## src/sv/kmp_pkg.sv

```systemverilog
// ----------------------------------------------------------------------------
// KMP substring matcher package
// Types, codes and helpers shared by the matcher and its checker.
// ----------------------------------------------------------------------------
`default_nettype none

package kmp_pkg;

   localparam int PAT_MAX    = 32;
   localparam int PAT_IDX_W  = $clog2(PAT_MAX);
   localparam int PAT_LEN_W  = 6;
   localparam int PAT_BITS   = PAT_MAX * 8;
   localparam int OFF_W      = 16;
   localparam int CSR_IDX_W  = 3;
   localparam int CSR_DATA_W = 64;

   // register indexes
   localparam logic [CSR_IDX_W-1:0] CSR_PAT_A  = 3'd0;
   localparam logic [CSR_IDX_W-1:0] CSR_PAT_B  = 3'd1;
   localparam logic [CSR_IDX_W-1:0] CSR_PAT_C  = 3'd2;
   localparam logic [CSR_IDX_W-1:0] CSR_PAT_D  = 3'd3;
   localparam logic [CSR_IDX_W-1:0] CSR_LENGTH = 3'd4;

   // request functions
   localparam logic FUNC_START = 1'b0;
   localparam logic FUNC_TEXT  = 1'b1;

   // result status codes
   localparam logic [1:0] STATUS_SEARCHING = 2'd0;
   localparam logic [1:0] STATUS_MATCH     = 2'd1;
   localparam logic [1:0] STATUS_NOT_FOUND = 2'd2;
   localparam logic [1:0] STATUS_IGNORED   = 2'd3;

   typedef struct packed {
      logic       func;
      logic [7:0] text_byte;
      logic       last_byte;
   } req_type;

   typedef struct packed {
      logic [1:0]       status;
      logic [OFF_W-1:0] match_start;
   } rsp_type;

   function automatic logic [7:0] pat_byte(input logic [PAT_BITS-1:0]  pat,
                                           input logic [PAT_IDX_W-1:0] idx);
      return pat[idx * 8 +: 8];
   endfunction

endpackage

`default_nettype wire

```

## src/sv/kmp_substring_matcher.sv

```systemverilog
// ----------------------------------------------------------------------------
// KMP substring matcher
// Streams a text buffer past a configured 1 to 32 byte pattern and reports
// the offset of the first complete match.
// ----------------------------------------------------------------------------
// Send a start transaction (func 0) first: it clears the match state and
// rebuilds the failure table from the pattern registers, then returns status
// 3. Each following text transaction returns one result: 0 searching, 1 the
// match completed on this byte (match_start holds the offset of its first
// byte), 2 the last byte went by without a match, 3 ignored because the
// buffer is already done. Offsets saturate at 65535. Every transaction is
// taken while the block is idle. A text byte then needs a compare plus a
// table read per failure link followed; links amortise to at most one per
// byte. A start transaction writes entry 0, then compares and writes one
// table entry for each further pattern byte, plus a table read per link
// followed while building. The pace of both is set by the single port of
// the 32 x 5 failure table memory, which serves one read or one write per
// cycle and registers its read data. A finished result sits in the output
// register while the next transaction is taken.
// ----------------------------------------------------------------------------
`default_nettype none

module kmp_substring_matcher (
   input  wire logic                            clock,
   input  wire logic                            reset,
   input  wire logic                            req_valid,
   output logic                                 req_stall,
   input  wire kmp_pkg::req_type                req_data,
   output logic                                 rsp_valid,
   input  wire logic                            rsp_stall,
   output kmp_pkg::rsp_type                     rsp_data,
   input  wire logic                            csr_wr_en,
   input  wire logic [kmp_pkg::CSR_IDX_W-1:0]   csr_index,
   input  wire logic [kmp_pkg::CSR_DATA_W-1:0]  csr_wdata
);

   import kmp_pkg::*;

   typedef enum logic [3:0] {
      S_IDLE  = 4'b0001,
      S_BUILD = 4'b0010,
      S_TEXT  = 4'b0100,
      S_OUT   = 4'b1000
   } state_type;

   // configuration
   logic [PAT_BITS-1:0]  pat_ff, pat_in;
   logic [PAT_LEN_W-1:0] len_ff, len_in;

   // control and match state
   state_type            state_ff, state_in;
   logic                 hop_ff, hop_in;
   logic                 found_ff, found_in;
   logic [PAT_LEN_W-1:0] mlen_ff, mlen_in;
   logic [OFF_W-1:0]     offs_ff, offs_in;
   logic                 rsp_valid_ff, rsp_valid_in;

   // work registers
   logic [PAT_IDX_W-1:0] ptr_ff, ptr_in;   // j while searching, k while building
   logic [PAT_IDX_W-1:0] idx_ff, idx_in;   // i while building
   logic [7:0]           char_ff, char_in;
   logic                 last_ff, last_in;
   rsp_type              pend_ff, pend_in;
   rsp_type              rsp_ff, rsp_in;

   // failure table memory
   logic [PAT_IDX_W-1:0] ft_mem [PAT_MAX];
   logic [PAT_IDX_W-1:0] rd_ff;
   logic                 mem_we, mem_re;
   logic [PAT_IDX_W-1:0] mem_waddr, mem_wdata, mem_raddr;

   // datapath
   logic [PAT_LEN_W-1:0] eff_len;
   logic [PAT_IDX_W-1:0] last_idx;
   logic [PAT_IDX_W-1:0] cur;
   logic [7:0]           cur_byte, ref_byte;
   logic                 eq, hop_needed, matched, out_free, res_go;
   logic [PAT_LEN_W-1:0] adv;
   logic [OFF_W:0]       pos_p1;
   logic [OFF_W-1:0]     start;
   rsp_type              res;

   // length 0 acts as 1, anything above the table depth as the depth
   always_comb begin
      if (len_ff == '0) begin
         eff_len = PAT_LEN_W'(1);
      end else if (len_ff > PAT_LEN_W'(PAT_MAX)) begin
         eff_len = PAT_LEN_W'(PAT_MAX);
      end else begin
         eff_len = len_ff;
      end
   end
   assign last_idx = PAT_IDX_W'(eff_len - PAT_LEN_W'(1));

   // after a table read the pointer takes the link; a link that does not
   // shrink the pointer falls back to zero
   assign cur        = hop_ff ? ((rd_ff < ptr_ff) ? rd_ff : '0) : ptr_ff;
   assign cur_byte   = pat_byte(pat_ff, cur);
   assign ref_byte   = (state_ff == S_BUILD) ? pat_byte(pat_ff, idx_ff) : char_ff;
   assign eq         = (cur_byte == ref_byte);
   assign hop_needed = (cur != '0) && !eq;
   assign adv        = PAT_LEN_W'(cur) + PAT_LEN_W'(eq);
   assign matched    = (adv >= eff_len);
   assign pos_p1     = {1'b0, offs_ff} + (OFF_W+1)'(1);
   assign start      = (pos_p1 >= (OFF_W+1)'(eff_len))
                       ? OFF_W'(pos_p1 - (OFF_W+1)'(eff_len)) : '0;
   assign out_free   = !rsp_valid_ff || !rsp_stall;

   assign req_stall  = (state_ff != S_IDLE);
   assign rsp_valid  = rsp_valid_ff;
   assign rsp_data   = rsp_ff;

   // configuration writes
   always_comb begin
      pat_in = pat_ff;
      len_in = len_ff;
      if (csr_wr_en) begin
         unique case (csr_index)
            CSR_PAT_A:  pat_in[0*CSR_DATA_W +: CSR_DATA_W] = csr_wdata;
            CSR_PAT_B:  pat_in[1*CSR_DATA_W +: CSR_DATA_W] = csr_wdata;
            CSR_PAT_C:  pat_in[2*CSR_DATA_W +: CSR_DATA_W] = csr_wdata;
            CSR_PAT_D:  pat_in[3*CSR_DATA_W +: CSR_DATA_W] = csr_wdata;
            CSR_LENGTH: len_in = csr_wdata[PAT_LEN_W-1:0];
            default:    ;
         endcase
      end
   end

   // sequencer
   always_comb begin
      state_in     = state_ff;
      hop_in       = hop_ff;
      found_in     = found_ff;
      mlen_in      = mlen_ff;
      offs_in      = offs_ff;
      ptr_in       = ptr_ff;
      idx_in       = idx_ff;
      char_in      = char_ff;
      last_in      = last_ff;
      pend_in      = pend_ff;
      rsp_valid_in = rsp_valid_ff && rsp_stall;
      rsp_in       = rsp_ff;
      mem_we       = 1'b0;
      mem_re       = 1'b0;
      mem_waddr    = '0;
      mem_wdata    = '0;
      mem_raddr    = PAT_IDX_W'(cur - PAT_IDX_W'(1));
      res_go       = 1'b0;
      res          = '{status: STATUS_IGNORED, match_start: '0};

      unique case (state_ff)
         S_IDLE: begin
            if (req_valid) begin
               if (req_data.func == FUNC_START) begin
                  // entry 0 is always zero
                  mem_we   = 1'b1;
                  mlen_in  = '0;
                  offs_in  = '0;
                  found_in = 1'b0;
                  idx_in   = PAT_IDX_W'(1);
                  ptr_in   = '0;
                  hop_in   = 1'b0;
                  if (eff_len == PAT_LEN_W'(1)) begin
                     res_go = 1'b1;
                  end else begin
                     state_in = S_BUILD;
                  end
               end else if (found_ff) begin
                  res_go = 1'b1;
               end else begin
                  char_in  = req_data.text_byte;
                  last_in  = req_data.last_byte;
                  ptr_in   = (mlen_ff > PAT_LEN_W'(last_idx)) ? last_idx
                                                                : mlen_ff[PAT_IDX_W-1:0];
                  hop_in   = 1'b0;
                  state_in = S_TEXT;
               end
            end
         end

         S_BUILD: begin
            if (hop_needed) begin
               mem_re = 1'b1;
               ptr_in = cur;
               hop_in = 1'b1;
            end else begin
               mem_we    = 1'b1;
               mem_waddr = idx_ff;
               mem_wdata = adv[PAT_IDX_W-1:0];
               ptr_in    = adv[PAT_IDX_W-1:0];
               hop_in    = 1'b0;
               if (idx_ff == last_idx) begin
                  res_go = 1'b1;
               end else begin
                  idx_in = idx_ff + PAT_IDX_W'(1);
               end
            end
         end

         S_TEXT: begin
            if (hop_needed) begin
               mem_re = 1'b1;
               ptr_in = cur;
               hop_in = 1'b1;
            end else begin
               hop_in  = 1'b0;
               res_go  = 1'b1;
               offs_in = (offs_ff == '1) ? offs_ff : offs_ff + OFF_W'(1);
               if (matched) begin
                  mlen_in   = eff_len;
                  found_in  = 1'b1;
                  res       = '{status: STATUS_MATCH, match_start: start};
               end else begin
                  mlen_in = adv;
                  if (last_ff) begin
                     found_in = 1'b1;
                     res      = '{status: STATUS_NOT_FOUND, match_start: '0};
                  end else begin
                     res      = '{status: STATUS_SEARCHING, match_start: '0};
                  end
               end
            end
         end

         S_OUT: begin
            if (out_free) begin
               rsp_valid_in = 1'b1;
               rsp_in       = pend_ff;
               state_in     = S_IDLE;
            end
         end

         default: state_in = S_IDLE;
      endcase

      // a finished result goes straight out if the output register is free
      if (res_go) begin
         if (out_free) begin
            rsp_valid_in = 1'b1;
            rsp_in       = res;
            state_in     = S_IDLE;
         end else begin
            pend_in  = res;
            state_in = S_OUT;
         end
      end
   end

   // failure table: one read or one write per cycle
   always_ff @(posedge clock) begin
      if (mem_we) begin
         ft_mem[mem_waddr] <= mem_wdata;
      end
      if (mem_re) begin
         rd_ff <= ft_mem[mem_raddr];
      end
   end

   always_ff @(posedge clock) begin
      if (reset) begin
         pat_ff       <= '0;
         len_ff       <= PAT_LEN_W'(1);
         state_ff     <= S_IDLE;
         hop_ff       <= 1'b0;
         found_ff     <= 1'b0;
         mlen_ff      <= '0;
         offs_ff      <= '0;
         rsp_valid_ff <= 1'b0;
      end else begin
         pat_ff       <= pat_in;
         len_ff       <= len_in;
         state_ff     <= state_in;
         hop_ff       <= hop_in;
         found_ff     <= found_in;
         mlen_ff      <= mlen_in;
         offs_ff      <= offs_in;
         rsp_valid_ff <= rsp_valid_in;
      end
   end

   always_ff @(posedge clock) begin
      ptr_ff  <= ptr_in;
      idx_ff  <= idx_in;
      char_ff <= char_in;
      last_ff <= last_in;
      pend_ff <= pend_in;
      rsp_ff  <= rsp_in;
   end

endmodule

`default_nettype wire

```

## config.mk

```make
export PLATFORM = sky130hd
export DESIGN_NAME = kmp_substring_matcher
export DESIGN_NICKNAME = d
export VERILOG_FILES = /design/src/sv/kmp_pkg.sv /design/src/sv/kmp_substring_matcher.sv
export SDC_FILE = /design/constraint.sdc
export NUM_CORES = 1
export LEC_CHECK = 0
export BUFFER_PORTS_ARGS = -buffer_cell sky130_fd_sc_hd__buf_2
export CORE_ASPECT_RATIO = 0.7
export CORE_UTILIZATION = 59
export DETAILED_ROUTE_END_ITERATION = 7
export GPL_TIMING_DRIVEN = 0
export PLACE_DENSITY = 0.77
export SLEW_MARGIN = 5
export SYNTH_ARGS = -nofsm -noshare
export SYNTH_HDL_FRONTEND = slang
export SYNTH_SLANG_ARGS = --single-unit
```

## constraint.sdc

```tcl
create_clock -name clock -period 7.4 [get_ports clock]
set_input_delay 1.48 -clock clock [delete_from_list [all_inputs] [get_ports clock]]
set_output_delay 1.48 -clock clock [all_outputs]
set_load 0.03 [all_outputs]
```

==> qor.yml <==
outcome:
  status: "complete, no violations"
sta:
  fin_setup_tns_ps: 0
  tightest_slew_ps: 1368
  setup-violations-final: 0
  finalHoldViolCount: 0
  slew_headroom_pct: 8.460
  timing_max_transition_violations_final: 0
  skew_ps: 37.95
  fin_crit_ps: 7199
  max_freq_mhz: 138.9
  fin_crit_sh_pct: 97.29
  rsz0062_at_grt: "false"
floorplan:
  die_w_um: 250.5
  ios: 102
  rows: 63
  initial_core_util_pct: 60.03
  core_mm2: 0.04249
  die_area_mm2: 0.04408
  die_h_um: 176.0
drt:
  drt-total-wl_um: 100900
  avgRoutedWirePerCell_um: 30.04
  vias: 23120
  drt_iter0_drc: 3782
  drtPass1Iterations: 8
  drc: 0
  viasPerCell: 6.887
  ant_nets: 0
pwr:
  ir_drop_uv: 322.3
  p_leak_uw: 0.009906
  power_density_mw_per_mm2: 235.2
logic_synthesis:
  synth.cell_area_mm2: 0.02550
  ys_ff_latch: 511
  synth_flop_cell: "dfxtp_1"
  avgSynthCellArea_um2: 9.761
  yosysUniqueCellTypes: 82
  synth_top_cell_by_area: "dfxtp_1"
  asyncSetResetFlopFracSynth_pct: 0
  syn_inst: 2613
  netlist_top_cells_area: "dfxtp_1 (24%), edfxtp_1 (24%), nand2_1 (11%)"
  synthesis.nets: 2724
  ys_warn_count: 0
  synth_edf_count: 202
  ys_seq_area_share_pct: 48.04
  synth_top_area_share_pct: 24.25
clock_network:
  cts_num_sinks: 511
  cts_made_buffers: 47
  cts-root-buf: "clkbuf_16"
  clk_pin_slew_ps: 70
  cts_tree: "yes"
  htreeDepth: 2
  clk_path_buf_depth: 3
  insertion_delay_ps: 610
  ctsHoldBuffers: 0
setup_path:
  worst_ep_arrival_time_ps: 7670
  cp-start-kind: "flop"
  endpoint_kind: "flop"
  rr_endpoint: "rsp_data[11]$_DFF_P_"
  worstPathRequired_ps: 7870
  crit_top_cell: "ha_1"
  cp-startpoint: "ptr_ff[2]$_DFFE_PP_"
  rr_worst_depth: 28
  crit_slowest_cell: "a31oi_1"
  path_max_fanout: 10
  worstSetupPathType: "flop to flop"
  r2r_setup_slack_ps: 200
  endpoint: "rsp_data[11]$_DFF_P_"
  reg2reg_from: "ptr_ff[2]$_DFFE_PP_"
  max_stage_delay_ps: 550
finish:
  instances_no_fill: 3357
  fin_nets: 2875
  drive_above_1_share_pct: 15.16
  area_growth_pct: 11.74
  fillerInstances: 3256
global_routing:
  grt_pass1_vias: 21310
  grt_usage_pct: 45.29
  grt_max_degree: 33
  grt_pass1_wl_um: 143600
  grt_antenna_before_repair: 2
  gr-total-overflow: 0
placement:
  dp_hpwl_um: 74050
  port_buffers: 99
  gp_congestion: 1.079
  dp.cells: 3268
min_path:
  hp-class: "flop to flop"
run:
  maxCapViolations: 0
## power breakdown
part / total [µW] / switching [µW] / internal [µW]
combinational: 1050 / 713 / 335
clock: 2650 / 1160 / 1490
sequential: 3000 / 51.1 / 2950
total: 6700 / 1930 / 4780
## flip-flops by register name, summed over array words and instances (netlist names), 4 cells and up
signal	cells
char_ff	8
offs_ff	16
ptr_ff	5
mlen_ff	6
ft_mem	160
pend_ff	18
state_ff	4
pat_ff	256
len_ff	6
rsp_data	18
rd_ff	5
idx_ff	5
## synth_stat cells (all sizes together), types with 7 or more instances
master,n
a211oi,10
a21o,8
a21oi,309
a22oi,10
a31oi,14
a32oi,27
and2,17
and3,15
buf,73
clkbuf,119
dfxtp,309
edfxtp,202
ha,28
inv,33
mux2,30
mux2i,99
mux4,120
nand2,742
nand2b,17
nand3,74
nand4,18
nor2,94
nor2b,12
nor3,29
nor3b,7
nor4,9
o211ai,8
o21ai,35
o22ai,14
or3,9
xnor2,28
xor2,21
## kinds of logic after synthesis
| family | Yosys count | synth area share, % |
|---|---|---|
| simple gates | 1066 | 17.72 |
| compound gates | 483 | 11.32 |
| xor+xnor | 49 | 1.683 |
| buf+inv | 226 | 3.900 |
| mux | 249 | 15.88 |
| fa+ha+maj | 29 | 1.452 |
| flops | 511 | 48.04 |
## per-stage QoR
stage	worst slack, ps	util, %	hold WS [ps]	instance area [µm²]	power, µW
after global routing	94.94	67.06	494.5	28490	6812
after floorplan	2068	-	445.5	25500	3653
final	200.6	67.08	473.4	28500	6703
after CTS	194.6	66.96	470.5	28450	6612
after detailed placement	244.2	63.00	462.1	26770	4035
after global placement	421.5	62.82	455.1	26690	4011
## layout make-up
class | count | area [µm²] | area share, %
clock inverter | 19 | 225.2 | 0.7903
antenna | 2 | 5.005 | 0.01756
timing repair buffer | 103 | 555.5 | 1.949
clock buffer | 69 | 1455 | 5.106
multi-input combinational | 1876 | 12320 | 43.24
sequential | 511 | 12250 | 42.99
inverter | 34 | 127.6 | 0.4478
buffer | 191 | 865.8 | 3.038
tap | 552 | 690.7 | 2.423
## how the worst min path moves through the flow
stage          cells past startpoint                      from                  endpoint
6_report                           2   pat_ff[63]$_SDFFE_PP0P_   pat_ff[63]$_SDFFE_PP0P_
5_1_grt                            2  pat_ff[126]$_SDFFE_PP0P_  pat_ff[126]$_SDFFE_PP0P_
4_1_cts                            2   pat_ff[63]$_SDFFE_PP0P_   pat_ff[63]$_SDFFE_PP0P_
3_5_place_dp                       2   pat_ff[93]$_SDFFE_PP0P_   pat_ff[93]$_SDFFE_PP0P_
3_3_place_gp                       2   pat_ff[28]$_SDFFE_PP0P_   pat_ff[28]$_SDFFE_PP0P_
2_1_floorplan                      2  pat_ff[113]$_SDFFE_PP0P_  pat_ff[113]$_SDFFE_PP0P_
## placed cells by master (no fill, tap or decap), drive strengths merged, types with 5 or more instances in the layout
cell,netlist,final
o211ai,8,8
nor3b,7,7
inv,33,35
a22oi,10,10
nand4,18,18
nand2,742,742
mux2i,99,99
mux4,120,120
a2111oi,5,5
nor4,9,9
a31oi,14,14
o22ai,14,14
nand2b,17,17
nor2,94,94
a21oi,309,309
a31o,5,5
nand3,74,74
a211oi,10,10
edfxtp,202,202
nand3b,6,6
and3,15,15
xor2,21,21
and2,17,17
clkbuf,119,187
o31ai,6,6
mux2,30,30
o21ai,35,35
nor2b,12,12
xnor2,28,28
o221ai,6,6
buf,73,176
ha,28,28
or3,9,9
nor3,29,29
dfxtp,309,309
a21o,8,8
a32oi,27,27
clkinv,1,14
## worst max-delay path: cells and delay by family, from the launching register on
kind	cells	cell delay, ps
simple gates	8	1320
mux	2	510
compound gates	8	2190
buf+inv	5	960
xor+xnor	2	760
fa+ha+maj	3	860
flops	1	470
## what timing repair did
item	4_1_cts	5_1_grt
endpoints found under the setup margin	0	33
setup buffers	0	0
resized for setup	0	11
## layer usage
metal	GRT usage [%]	routed length (µm)	share of wire [%]	vias to the layer above
li1	-	-	-	9648
met1	64.39	39470	39	11190
met2	62.69	40100	40	1992
met3	19.18	17670	18	282
met4	13.01	3554	3.5	2
met5	0	71	0.070	-
(Power assumes the default switching activity.)
